## src/assert_macros.svh

```systemverilog
// Assertion macros shared by the calendar/seconds converter RTL.
// Depends on nothing; the including module supplies clk and rst_n.
`ifndef ASSERT_MACROS_SVH
`define ASSERT_MACROS_SVH

// Same-cycle implication, disabled while reset is held.
`define CSC_ASSERT_NOW(label, ante, cons, msg) \
  label: assert property (@(posedge clk) disable iff (!rst_n) (ante) |-> (cons)) \
    else $error(msg);

// Next-cycle implication, disabled while reset is held.
`define CSC_ASSERT_NEXT(label, ante, cons, msg) \
  label: assert property (@(posedge clk) disable iff (!rst_n) (ante) |=> (cons)) \
    else $error(msg);

`endif

```

## src/csc_pkg.sv

```systemverilog
// Package for the calendar/seconds converter: item types, constants, month tables.
// Depends on nothing; used by csc_month_find and calendar_seconds_converter_unit.
`default_nettype none

package csc_pkg;

  localparam logic [31:0] UNIX_OFFSET = 32'd946684800;
  localparam logic [31:0] SECONDS_MAX = 32'd3155759999;
  localparam logic [31:0] SEC_PER_DAY = 32'd86400;

  // Reciprocal constants: floor(x / d) == (x * RECIP) >> SHIFT over the value range used.
  localparam logic [25:0] DAY_RECIP   = 26'd50903317;  // x / 675, x < 2^25
  localparam int          DAY_SHIFT   = 35;
  localparam logic [17:0] HOUR_RECIP  = 18'd149131;    // x / 3600, x < 86400
  localparam int          HOUR_SHIFT  = 29;
  localparam logic [12:0] MIN_RECIP   = 13'd4370;      // x / 60, x < 3600
  localparam int          MIN_SHIFT   = 18;
  localparam logic [16:0] WEEK_RECIP  = 17'd74899;     // x / 7, x < 2^16 + 8
  localparam int          WEEK_SHIFT  = 19;
  localparam logic [16:0] QUAD_RECIP  = 17'd91868;     // x / 1461, x < 36525
  localparam int          QUAD_SHIFT  = 27;

  typedef struct packed {
    logic        func;
    logic [6:0]  year_in;
    logic [3:0]  month_in;
    logic [4:0]  day_in;
    logic [4:0]  hour_in;
    logic [5:0]  minute_in;
    logic [5:0]  second_in;
    logic [31:0] seconds_in;
  } csc_in_t;

  typedef struct packed {
    logic [31:0] seconds_out;
    logic [31:0] unix_seconds;
    logic [6:0]  year_out;
    logic [3:0]  month_out;
    logic [4:0]  day_out;
    logic [4:0]  hour_out;
    logic [5:0]  minute_out;
    logic [5:0]  second_out;
    logic [2:0]  weekday;
    logic        range_error;
  } csc_out_t;

  // Days in the year before the first of a month.
  function automatic logic [8:0] month_start(input logic [3:0] mon, input logic leap);
    logic [8:0] base;
    unique case (mon)
      4'd1:    base = 9'd0;
      4'd2:    base = 9'd31;
      4'd3:    base = 9'd59;
      4'd4:    base = 9'd90;
      4'd5:    base = 9'd120;
      4'd6:    base = 9'd151;
      4'd7:    base = 9'd181;
      4'd8:    base = 9'd212;
      4'd9:    base = 9'd243;
      4'd10:   base = 9'd273;
      4'd11:   base = 9'd304;
      4'd12:   base = 9'd334;
      default: base = 9'd0;
    endcase
    if (leap && mon > 4'd2) begin
      base = base + 9'd1;
    end
    return base;
  endfunction

  // Length of a month; zero for a month number that means nothing.
  function automatic logic [4:0] month_days(input logic [3:0] mon, input logic leap);
    logic [4:0] len;
    unique case (mon)
      4'd1, 4'd3, 4'd5, 4'd7, 4'd8, 4'd10, 4'd12: len = 5'd31;
      4'd4, 4'd6, 4'd9, 4'd11:                    len = 5'd30;
      4'd2:                                        len = leap ? 5'd29 : 5'd28;
      default:                                     len = 5'd0;
    endcase
    return len;
  endfunction

endpackage

`default_nettype wire

```

## src/csc_month_find.sv

```systemverilog
// Month search: splits a day of the year into month and day of month.
// Depends on csc_pkg (month_start).
`default_nettype none

module csc_month_find (
  input  wire logic [8:0] doy,
  input  wire logic       leap,
  output logic      [3:0] mon,
  output logic      [4:0] day
);
  import csc_pkg::*;

  logic [8:0] start;

  // Compare against every month start at once; the last one passed wins.
  always_comb begin
    mon = 4'd1;
    for (int k = 2; k <= 12; k++) begin
      if (doy >= month_start(4'(k), leap)) begin
        mon = 4'(k);
      end
    end
  end

  assign start = month_start(mon, leap);
  assign day   = 5'(doy - start + 9'd1);

endmodule

`default_nettype wire

```

## src/calendar_seconds_converter_unit.sv

```systemverilog
// Top level of the calendar/seconds converter: seven-stage pipeline, both directions.
// Depends on csc_pkg, csc_month_find and assert_macros.svh.
//
//   channel | ports                          | payload
//   --------+--------------------------------+-------------------
//   input   | in_valid, in_ready, in_data    | csc_pkg::csc_in_t
//   result  | out_valid, out_ready, out_data | csc_pkg::csc_out_t
//
// One item enters per cycle while no result is held at the output; each item then moves
// through stages A through F and the output register, which are seven registers, and stage A
// loads on the accepting edge.
// Reset (rst_n low at a clock edge) clears only the stage valid bits.
// When a result is held at the output, every stage holds; nothing is lost or repeated.
// Divisions by constants are reciprocal multiplies, at most two of them in any stage.
`default_nettype none
`include "assert_macros.svh"

module calendar_seconds_converter_unit (
  input  wire logic              clk,
  input  wire logic              rst_n,
  input  wire logic              in_valid,
  output logic                   in_ready,
  input  wire csc_pkg::csc_in_t  in_data,
  output logic                   out_valid,
  input  wire logic              out_ready,
  output csc_pkg::csc_out_t      out_data
);
  import csc_pkg::*;

  // Date and time fields carried along for the date-to-seconds direction.
  typedef struct packed {
    logic [6:0] yr;
    logic [3:0] mon;
    logic [4:0] day;
    logic [4:0] hr;
    logic [5:0] mi;
    logic [5:0] se;
  } date_t;

  localparam int STAGES = 7;

  logic                pipe_en;
  logic [STAGES-1:0]   vld_r;
  logic [STAGES-1:0]   vld_nxt;

  // ---------------------------------------------------------------- stage A
  // Validate both modes, build the day count of a given date, start the day divide.
  logic        a_leap;
  logic        a_err_nxt;
  logic [15:0] a_yr16;
  logic [15:0] a_days_nxt;
  logic [16:0] a_tod_nxt;
  logic [50:0] a_dprod_nxt;
  date_t       a_date_nxt;

  logic        a_func_r;
  logic        a_err_r;
  logic [15:0] a_days_r;
  logic [16:0] a_tod_r;
  logic [31:0] a_t_r;
  logic [50:0] a_dprod_r;
  date_t       a_date_r;

  assign a_leap = (in_data.year_in[1:0] == 2'b00);
  assign a_yr16 = {9'b0, in_data.year_in};

  always_comb begin
    if (in_data.func) begin
      a_err_nxt = (in_data.seconds_in > SECONDS_MAX);
    end else begin
      a_err_nxt = (in_data.year_in > 7'd99) || (in_data.month_in < 4'd1) ||
                  (in_data.month_in > 4'd12) || (in_data.hour_in > 5'd23) ||
                  (in_data.minute_in > 6'd59) || (in_data.second_in > 6'd59) ||
                  (in_data.day_in == 5'd0) ||
                  (in_data.day_in > month_days(in_data.month_in, a_leap));
    end
  end

  // Days since the epoch: 365 per year plus one per leap year already passed, then the days of the year.
  assign a_days_nxt = a_yr16 * 16'd365 + ((a_yr16 + 16'd3) >> 2) +
                      {7'b0, month_start(in_data.month_in, a_leap)} +
                      {11'b0, in_data.day_in} - 16'd1;
  assign a_tod_nxt  = {12'b0, in_data.hour_in} * 17'd3600 +
                      {11'b0, in_data.minute_in} * 17'd60 + {11'b0, in_data.second_in};
  // seconds / 86400 == (seconds / 128) / 675
  assign a_dprod_nxt = 51'(in_data.seconds_in[31:7]) * 51'(DAY_RECIP);
  assign a_date_nxt  = '{yr: in_data.year_in, mon: in_data.month_in, day: in_data.day_in,
                         hr: in_data.hour_in, mi: in_data.minute_in, se: in_data.second_in};

  always_ff @(posedge clk) begin
    if (pipe_en) begin
      a_func_r  <= in_data.func;
      a_err_r   <= a_err_nxt;
      a_days_r  <= a_days_nxt;
      a_tod_r   <= a_tod_nxt;
      a_t_r     <= in_data.seconds_in;
      a_dprod_r <= a_dprod_nxt;
      a_date_r  <= a_date_nxt;
    end
  end

  // ---------------------------------------------------------------- stage B
  // Pick the day count, then scale it to seconds and start the weekday and 4-year divides.
  logic [15:0] b_days_nxt;
  logic [16:0] b_wx;
  logic [31:0] b_dsec_nxt;
  logic [33:0] b_wprod_nxt;
  logic [32:0] b_qprod_nxt;

  logic        b_func_r;
  logic        b_err_r;
  logic [15:0] b_days_r;
  logic [31:0] b_dsec_r;
  logic [33:0] b_wprod_r;
  logic [32:0] b_qprod_r;
  logic [16:0] b_tod_r;
  logic [31:0] b_t_r;
  date_t       b_date_r;

  assign b_days_nxt  = a_func_r ? a_dprod_r[DAY_SHIFT +: 16] : a_days_r;
  assign b_wx        = {1'b0, b_days_nxt} + 17'd6;    // day 0 was a Saturday
  assign b_dsec_nxt  = {16'b0, b_days_nxt} * SEC_PER_DAY;
  assign b_wprod_nxt = 34'(b_wx) * 34'(WEEK_RECIP);
  assign b_qprod_nxt = 33'(b_days_nxt) * 33'(QUAD_RECIP);

  always_ff @(posedge clk) begin
    if (pipe_en) begin
      b_func_r  <= a_func_r;
      b_err_r   <= a_err_r;
      b_days_r  <= b_days_nxt;
      b_dsec_r  <= b_dsec_nxt;
      b_wprod_r <= b_wprod_nxt;
      b_qprod_r <= b_qprod_nxt;
      b_tod_r   <= a_tod_r;
      b_t_r     <= a_t_r;
      b_date_r  <= a_date_r;
    end
  end

  // ---------------------------------------------------------------- stage C
  // Seconds of the day, final seconds count, quotients of the two divides.
  logic [16:0] c_sod_nxt;
  logic [31:0] c_secs_nxt;

  logic        c_func_r;
  logic        c_err_r;
  logic [15:0] c_days_r;
  logic [16:0] c_sod_r;
  logic [31:0] c_secs_r;
  logic [12:0] c_wq_r;
  logic [4:0]  c_q4_r;
  date_t       c_date_r;

  assign c_sod_nxt  = 17'(b_t_r - b_dsec_r);
  assign c_secs_nxt = b_func_r ? b_t_r : (b_dsec_r + {15'b0, b_tod_r});

  always_ff @(posedge clk) begin
    if (pipe_en) begin
      c_func_r <= b_func_r;
      c_err_r  <= b_err_r;
      c_days_r <= b_days_r;
      c_sod_r  <= c_sod_nxt;
      c_secs_r <= c_secs_nxt;
      c_wq_r   <= b_wprod_r[WEEK_SHIFT +: 13];
      c_q4_r   <= b_qprod_r[QUAD_SHIFT +: 5];
      c_date_r <= b_date_r;
    end
  end

  // ---------------------------------------------------------------- stage D
  // Weekday and day within the 4-year block; start the hour divide.
  logic [16:0] d_wd_full;
  logic [15:0] d_r4_full;
  logic [34:0] d_hprod_nxt;

  logic        d_func_r;
  logic        d_err_r;
  logic [16:0] d_sod_r;
  logic [31:0] d_secs_r;
  logic [2:0]  d_wd_r;
  logic [10:0] d_r4_r;
  logic [4:0]  d_q4_r;
  logic [34:0] d_hprod_r;
  date_t       d_date_r;

  assign d_wd_full   = ({1'b0, c_days_r} + 17'd6) - {4'b0, c_wq_r} * 17'd7;
  assign d_r4_full   = c_days_r - {11'b0, c_q4_r} * 16'd1461;
  assign d_hprod_nxt = 35'(c_sod_r) * 35'(HOUR_RECIP);

  always_ff @(posedge clk) begin
    if (pipe_en) begin
      d_func_r  <= c_func_r;
      d_err_r   <= c_err_r;
      d_sod_r   <= c_sod_r;
      d_secs_r  <= c_secs_r;
      d_wd_r    <= d_wd_full[2:0];
      d_r4_r    <= d_r4_full[10:0];
      d_q4_r    <= c_q4_r;
      d_hprod_r <= d_hprod_nxt;
      d_date_r  <= c_date_r;
    end
  end

  // ---------------------------------------------------------------- stage E
  // Hour, seconds within the hour, year and day of the year.
  logic [4:0]  e_hr_nxt;
  logic [16:0] e_ms_full;
  logic [1:0]  e_yoff;
  logic [10:0] e_ystart;
  logic [10:0] e_doy_full;

  logic        e_func_r;
  logic        e_err_r;
  logic [31:0] e_secs_r;
  logic [2:0]  e_wd_r;
  logic [4:0]  e_hr_r;
  logic [11:0] e_ms_r;
  logic [6:0]  e_yr_r;
  logic        e_leap_r;
  logic [8:0]  e_doy_r;
  date_t       e_date_r;

  assign e_hr_nxt  = d_hprod_r[HOUR_SHIFT +: 5];
  assign e_ms_full = d_sod_r - {12'b0, e_hr_nxt} * 17'd3600;

  // The first year of each 4-year block is the leap year.
  always_comb begin
    priority if (d_r4_r >= 11'd1096) begin
      e_yoff = 2'd3;  e_ystart = 11'd1096;
    end else if (d_r4_r >= 11'd731) begin
      e_yoff = 2'd2;  e_ystart = 11'd731;
    end else if (d_r4_r >= 11'd366) begin
      e_yoff = 2'd1;  e_ystart = 11'd366;
    end else begin
      e_yoff = 2'd0;  e_ystart = 11'd0;
    end
  end

  assign e_doy_full = d_r4_r - e_ystart;

  always_ff @(posedge clk) begin
    if (pipe_en) begin
      e_func_r <= d_func_r;
      e_err_r  <= d_err_r;
      e_secs_r <= d_secs_r;
      e_wd_r   <= d_wd_r;
      e_hr_r   <= e_hr_nxt;
      e_ms_r   <= e_ms_full[11:0];
      e_yr_r   <= {d_q4_r, e_yoff};
      e_leap_r <= (e_yoff == 2'd0);
      e_doy_r  <= e_doy_full[8:0];
      e_date_r <= d_date_r;
    end
  end

  // ---------------------------------------------------------------- stage F
  // Month and day of month; start the minute divide.
  logic [3:0]  f_mon_nxt;
  logic [4:0]  f_day_nxt;
  logic [24:0] f_mprod_nxt;

  logic        f_func_r;
  logic        f_err_r;
  logic [31:0] f_secs_r;
  logic [2:0]  f_wd_r;
  logic [4:0]  f_hr_r;
  logic [11:0] f_ms_r;
  logic [24:0] f_mprod_r;
  logic [6:0]  f_yr_r;
  logic [3:0]  f_mon_r;
  logic [4:0]  f_day_r;
  date_t       f_date_r;

  csc_month_find u_month_find (
    .doy  (e_doy_r),
    .leap (e_leap_r),
    .mon  (f_mon_nxt),
    .day  (f_day_nxt)
  );

  assign f_mprod_nxt = 25'(e_ms_r) * 25'(MIN_RECIP);

  always_ff @(posedge clk) begin
    if (pipe_en) begin
      f_func_r  <= e_func_r;
      f_err_r   <= e_err_r;
      f_secs_r  <= e_secs_r;
      f_wd_r    <= e_wd_r;
      f_hr_r    <= e_hr_r;
      f_ms_r    <= e_ms_r;
      f_mprod_r <= f_mprod_nxt;
      f_yr_r    <= e_yr_r;
      f_mon_r   <= f_mon_nxt;
      f_day_r   <= f_day_nxt;
      f_date_r  <= e_date_r;
    end
  end

  // ---------------------------------------------------------------- output register
  // Minute and second, then merge the two modes; an error item drops all other fields to zero.
  logic [5:0]  g_mi;
  logic [11:0] g_se_full;
  csc_out_t    out_nxt;
  csc_out_t    out_r;

  assign g_mi      = f_mprod_r[MIN_SHIFT +: 6];
  assign g_se_full = f_ms_r - {6'b0, g_mi} * 12'd60;

  always_comb begin
    out_nxt = '0;
    if (f_err_r) begin
      out_nxt.range_error = 1'b1;
    end else begin
      out_nxt.seconds_out  = f_secs_r;
      out_nxt.unix_seconds = f_secs_r + UNIX_OFFSET;
      out_nxt.weekday      = f_wd_r;
      if (f_func_r) begin
        out_nxt.year_out   = f_yr_r;
        out_nxt.month_out  = f_mon_r;
        out_nxt.day_out    = f_day_r;
        out_nxt.hour_out   = f_hr_r;
        out_nxt.minute_out = g_mi;
        out_nxt.second_out = g_se_full[5:0];
      end else begin
        out_nxt.year_out   = f_date_r.yr;
        out_nxt.month_out  = f_date_r.mon;
        out_nxt.day_out    = f_date_r.day;
        out_nxt.hour_out   = f_date_r.hr;
        out_nxt.minute_out = f_date_r.mi;
        out_nxt.second_out = f_date_r.se;
      end
    end
  end

  always_ff @(posedge clk) begin
    if (pipe_en) begin
      out_r <= out_nxt;
    end
  end

  // ---------------------------------------------------------------- flow control
  // Advance the whole pipeline unless a result waits at the output; hold everything otherwise.
  assign pipe_en = !vld_r[STAGES-1] || out_ready;
  assign vld_nxt = {vld_r[STAGES-2:0], in_valid && pipe_en};

  always_ff @(posedge clk) begin
    if (!rst_n) begin
      vld_r <= '0;
    end else if (pipe_en) begin
      vld_r <= vld_nxt;
    end
  end

  assign in_ready  = pipe_en;
  assign out_valid = vld_r[STAGES-1];
  assign out_data  = out_r;

  // ---------------------------------------------------------------- assertions
  `CSC_ASSERT_NOW(a_err_zeroes, out_valid && out_data.range_error,
    out_data.seconds_out == 32'd0 && out_data.weekday == 3'd0 &&
    out_data.month_out == 4'd0 && out_data.day_out == 5'd0,
    "error item carries nonzero fields")
  `CSC_ASSERT_NOW(a_unix_sum, out_valid && !out_data.range_error,
    out_data.unix_seconds == out_data.seconds_out + UNIX_OFFSET,
    "unix time does not match seconds count")
  `CSC_ASSERT_NOW(a_date_range, out_valid && !out_data.range_error,
    out_data.weekday <= 3'd6 && out_data.month_out >= 4'd1 &&
    out_data.month_out <= 4'd12 && out_data.day_out >= 5'd1,
    "date fields out of range")
  `CSC_ASSERT_NEXT(a_hold_valids, rst_n && !pipe_en, vld_r == $past(vld_r),
    "stage valid bits moved during a stall")

endmodule

`default_nettype wire

```

## config.mk

```make
export PLATFORM = sky130hd
export DESIGN_NAME = calendar_seconds_converter_unit
export DESIGN_NICKNAME = d
export VERILOG_FILES = /design/src/csc_pkg.sv /design/src/csc_month_find.sv /design/src/calendar_seconds_converter_unit.sv
export VERILOG_INCLUDE_DIRS = /design/src /design/src/src
export SDC_FILE = /design/constraint.sdc
export NUM_CORES = 2
export LEC_CHECK = 0
export BUFFER_PORTS_ARGS = -buffer_cell sky130_fd_sc_hd__buf_2
export CORE_AREA = 2 2 297 299
export CTS_BUF_LIST = sky130_fd_sc_hd__clkbuf_4
export CTS_CLUSTER_DIAMETER = 100
export DETAILED_ROUTE_END_ITERATION = 12
export DIE_AREA = 0 0 299 301
export HOLD_SLACK_MARGIN = 0.02
export PLACE_DENSITY = 0.86
export SYNTH_ARGS = -nofsm -noshare
export SYNTH_HDL_FRONTEND = slang
export SYNTH_SLANG_ARGS = --single-unit
```

## constraint.sdc

```tcl
create_clock -name clk -period 27.5 [get_ports clk]
set_clock_uncertainty 0.05 [all_clocks]
set_input_delay 4.125 -clock clk [delete_from_list [all_inputs] [get_ports clk]]
set_output_delay 4.125 -clock clk [all_outputs]
set_load 0.005 [all_outputs]
```

---- After elaboration in Yosys (flattened, before gate mapping) ----
Memory sizes are Yosys's and may differ from the RTL's.
Index checks and enable logic that the tools add are counted.
storage, ports and cells
  register bits ........................... 910
  ROM bits ................................ 288
  logic and storage cells ................. 221
  memories kept ........................... 2
  bits of input ports ..................... 70
  output and inout bits ................... 103
memories
  memory           depth  bits a word  read ports  clocked after memory_dff  write ports  line           RTL
  (no name shown)  16     9            1           0                         0            csc_pkg.sv:50  unique case (mon)
  (no name shown)  16     9            1           0                         0            csc_pkg.sv:50
operators by class
  magnitude comparators ................... 24
  mux-type cells .......................... 37
  eq/ne operators ......................... 12
  reduce and logical (&&, ||, !) cells .... 17
  $add $sub $neg .......................... 21
  multipliers ............................. 13
operator list
  kind                      number
  $mul A25 B26 Y51 const B  1
  $mux W4                   11
  $ge A9 B8 Y1              4
  $mux W9                   4
  $mul A17 B18 Y34 const B  1
  $mux W33                  1
  $add A32 B17 Y32          1
  $add A32 B30 Y32 const B  1
  $gt A32 B32 Y1 const B    1
  $mul A17 B17 Y32 const B  1
  $mux W32                  1
  $mul A16 B15 Y30 const B  1
  $ge A9 B9 Y1              3
  $mul A16 B10 Y25 const B  1
  $mul A12 B12 Y23 const B  1
  $eq A4 B4 Y1 const B      5
  $ge A9 B7 Y1              2
  $add A16 B3 Y17 const B   1
  $add A17 B12 Y17          1
  $add A17 B6 Y17           1
  $sub A17 B17 Y17          1
  $add A16 B5 Y16           1
  $add A16 B6 Y16           1
  $add A16 B9 Y16           1
  other kinds (46)          77

---- Depth between registers and ports, before layout ----
  word-level depth ........................ 17
  mapped depth ............................ 28
  mapped depth without buffers ............ 28

---- Cells and area by module ----
From an unflattened synthesis, not the netlist that was laid out.
unflattened totals
  cell total of the unflattened synthesis .. 4596
  area, all modules ....................... 57480.1 um^2
modules (own cells, without submodules)
  module                           cells an instance  area an instance (um^2)  sequential area each (um^2)  times used
  calendar_seconds_converter_unit  4466               56439.1                  22541.6                      1
  csc_month_find                   130                1041.0                   0.0                          1

---- Least setup slack after synthesis ----
OpenSTA, ideal clock, no wires.
  path type ............................... in2out
  from .................................... in out_ready
  to ...................................... out in_ready
  buffers on the path ..................... 1
  arrival time ............................ 18.749 ns
  data required time ...................... 23.325 ns
  cell stages on the path ................. 3
  path slack .............................. 4.576 ns
  cell sequence ........................... nor2b_1 clkbuf_1 inv_1
on the way
  word-level cells in the longest chain between the ends .. 1
RTL lines
  item                line                                    RTL
  from (decl)         calendar_seconds_converter_unit.sv:25   input wire logic out_ready,
  $logic_or A1 B1 Y1  calendar_seconds_converter_unit.sv:343  assign pipe_en = !vld_r[STAGES-1] || out_ready;
  to (decl)           calendar_seconds_converter_unit.sv:22   output logic in_ready,
No other way between the ends.

---- Final worst setup path ----
Same ends and word-level chain as after synthesis.

==> results.sh <==
export IMPL_num_fill_cells=5665
export IMPL_synth_area_leaders="edfxtp_1 39%, ha_1 22%, fa_1 18%, inv_1 6.5%, xnor2_1 2.7%"
export IMPL_place_hpwl_um=89300
export IMPL_hold_buffers=0
export IMPL_path_max_fanout=100
export IMPL_grt_max_degree=177
export IMPL_coreArea_um2=86500
export IMPL_ys_ff_latch=753
export IMPL_grt_pass1_vias=36100
export IMPL_clock_latency_ns=1.08
export IMPL_path_class="primary input to primary output"
export IMPL_routed_via_density=5.49
export IMPL_period_needed_ns=9.89
export IMPL_yosysTopAreaCell="edfxtp_1"
export IMPL_setup_violations=0
export IMPL_syn_inst=4495
export IMPL_wire_per_inst_um=18.6
export IMPL_via_count=33700
export IMPL_async_reset_ff_frac=0
export IMPL_synth_edf_count=746
export IMPL_port_buffers=172
export IMPL_cp_startpoint="out_ready"
export IMPL_die_area_um2=90000
export IMPL_grt_pass1_wl_um=184000
export IMPL_drt_iter0_drc=2138
export IMPL_netlist_top_cells_count="986 x inv_1, 982 x ha_1, 746 x edfxtp_1"
export IMPL_ys_types=78
export IMPL_relSlewSlack=0.241
export IMPL_drc=0
export IMPL_worst_slack_ns=17.61
export IMPL_rsz0062_at_grt="no"
export IMPL_cap_violations=0
export IMPL_die_h_um=301
export IMPL_start_util=0.656
export IMPL_worst_pin_slew_ns=1.14
export IMPL_nNetsFinal=6387
export IMPL_ioPinCount=173
export IMPL_r2r_start="a_func_r"
export IMPL_hp_class="register to register"
export IMPL_crit_path_end_kind="primary output"
export IMPL_rr_worst_depth=20
export IMPL_placementRows=108
export IMPL_hold_path_depth=0
export IMPL_cts_tree="yes"
export IMPL_seqCellArea_um2=22500
export IMPL_synth_most_common_cell="inv_1"
export IMPL_die_x_um=299
export IMPL_worst_setup_path_start_kind="primary input"
export IMPL_synth_ff_type="edfxtp_1"
export IMPL_clockBufferDepth=3
export IMPL_hp_start="b_wprod_r[21]"
export IMPL_cts_clk_slew_worst_paths_ns=0.06
export IMPL_cts_setup_buffers=0
export IMPL_routabilityCongestion=1.00
export IMPL_antenna_left=0
export IMPL_synth_top_area_share=0.395
export IMPL_syn_nets=6048
export IMPL_multi_input_area_um2=30300
export IMPL_drive_gt1_frac=0.104
export IMPL_finalCritPeriodShare=0.360
export IMPL_max_freq_ghz=0.101
export IMPL_critPathRequiredTime_ns=23.33
export IMPL_synth_yosys_warnings=0
export IMPL_antenna_found_initial=8
export IMPL_cts_inserted_buffers=184
export IMPL_dr_pass1_iters=5
export IMPL_critical_path_arrival_ns=5.72
export IMPL_clock_sinks=753
export IMPL_track_usage=0.265
export IMPL_slew_violations=0
export IMPL_clockRootBuffer="clkbuf_4"
export IMPL_synth_area_per_cell_um2=12.6
export IMPL_hold_viol=0
export IMPL_status="finished clean"
export IMPL_synth_area_um2=56700
export IMPL_areaGrowthSynthToFinish_pct=8.32
export IMPL_wl_um=114000
export IMPL_fin_tns_setup_ns=0
export IMPL_dp_slack_ns=16.66
export IMPL_gr_total_overflow=0
export IMPL_seq_area_frac_synth=0.397
export IMPL_cts_resized=0
export IMPL_htreeDepth=4
==> placed cells by master (no fill, tap or decap), types with 6 or more instances in the layout <==
cell        n
or2_2       7
xnor2_1   172
xor2_1     60
o31a_1      6
mux2i_1    45
buf_2     172
nor2b_1    60
o21ai_0    91
a211oi_1   19
a31oi_1    12
nor2_1    140
o21a_1     17
clkinv_2    7
and3_1     13
fa_1      501
dfxtp_1     7
a21boi_0   22
ha_1      982
nand3_1    35
nor3_1     29
edfxtp_1  746
nor4_1      7
mux2_2     14
buf_4      19
nand4_1    19
clkinv_1   39
diode_2     8
inv_1     985
a21oi_1   121
clkbuf_4  264
a21o_1     77
o21bai_1   21
nand2b_1   21
nand2_1   115
and2_1     12
o31ai_1     6
==> per-stage QoR <==
stage | instance area, um2 | utilization | instances | hold WS (ns)
final | 61500 | 0.711 | 6135 | 0.327
after detailed placement | 59100 | 0.683 | 5803 | 0.355
after global placement | 59100 | 0.683 | 5803 | 0.350
after floorplan | 56700 | - | 4495 | 0.350
after global routing | 61500 | 0.711 | 6135 | 0.322
after CTS | 61400 | 0.711 | 6127 | 0.319
==> state kept, by name (all words and copies together) (netlist names), 16 cells and up <==
name and cells:
a_dprod_r 16, a_days_r 16, a_date_r 31, c_secs_r 32
b_tod_r 17, e_secs_r 32, d_secs_r 32, f_secs_r 32
b_dsec_r 23, d_date_r 33, a_tod_r 17, a_t_r 32
b_t_r 32, c_date_r 33, out_data 94, e_date_r 33
f_date_r 33, b_date_r 31, c_sod_r 17
==> final timing paths <==
check             endpoint  slack (ns)
max               in_ready       17.61
min              c_wq_r[2]        0.33
max reg2reg  b_qprod_r[31]       19.25
min reg2reg      c_wq_r[2]        0.33
==> cells by family after synthesis <==
family / count (synthesis) / synth area share
compound gates: 460 / 0.0532
xor+xnor: 232 / 0.0358
fa+ha+maj: 1483 / 0.393
buf+inv: 1027 / 0.0684
flops: 753 / 0.397
mux: 61 / 0.0113
simple gates: 479 / 0.0407
==> worst max-delay path, cell delays in order <==
cell and delay, ns:
buf_2 0.09, nor2b_1 0.64, inv_8 0.42, buf_2 0.35
==> per-layer routing <==
layer	GRT usage	vias up	routed length (um)
li1	-	15900	-
met1	0.327	16600	45600
met2	0.460	924	58400
met3	0.0514	249	6060
met4	0.105	0	3950
met5	0	-	0
==> layout make-up <==
type	count	share of cell area
well taps	1155	0.0235
clock inverters	60	0.00647
repair buffers	193	0.0170
clock buffers	264	0.0322
diodes	8	0.000326
inverters	987	0.0604
flip-flops and latches	753	0.367
multi-input cells	2715	0.493
Power is not shown: default switching activity piles up to over one toggle a cycle in this logic, so the estimate is an artifact.
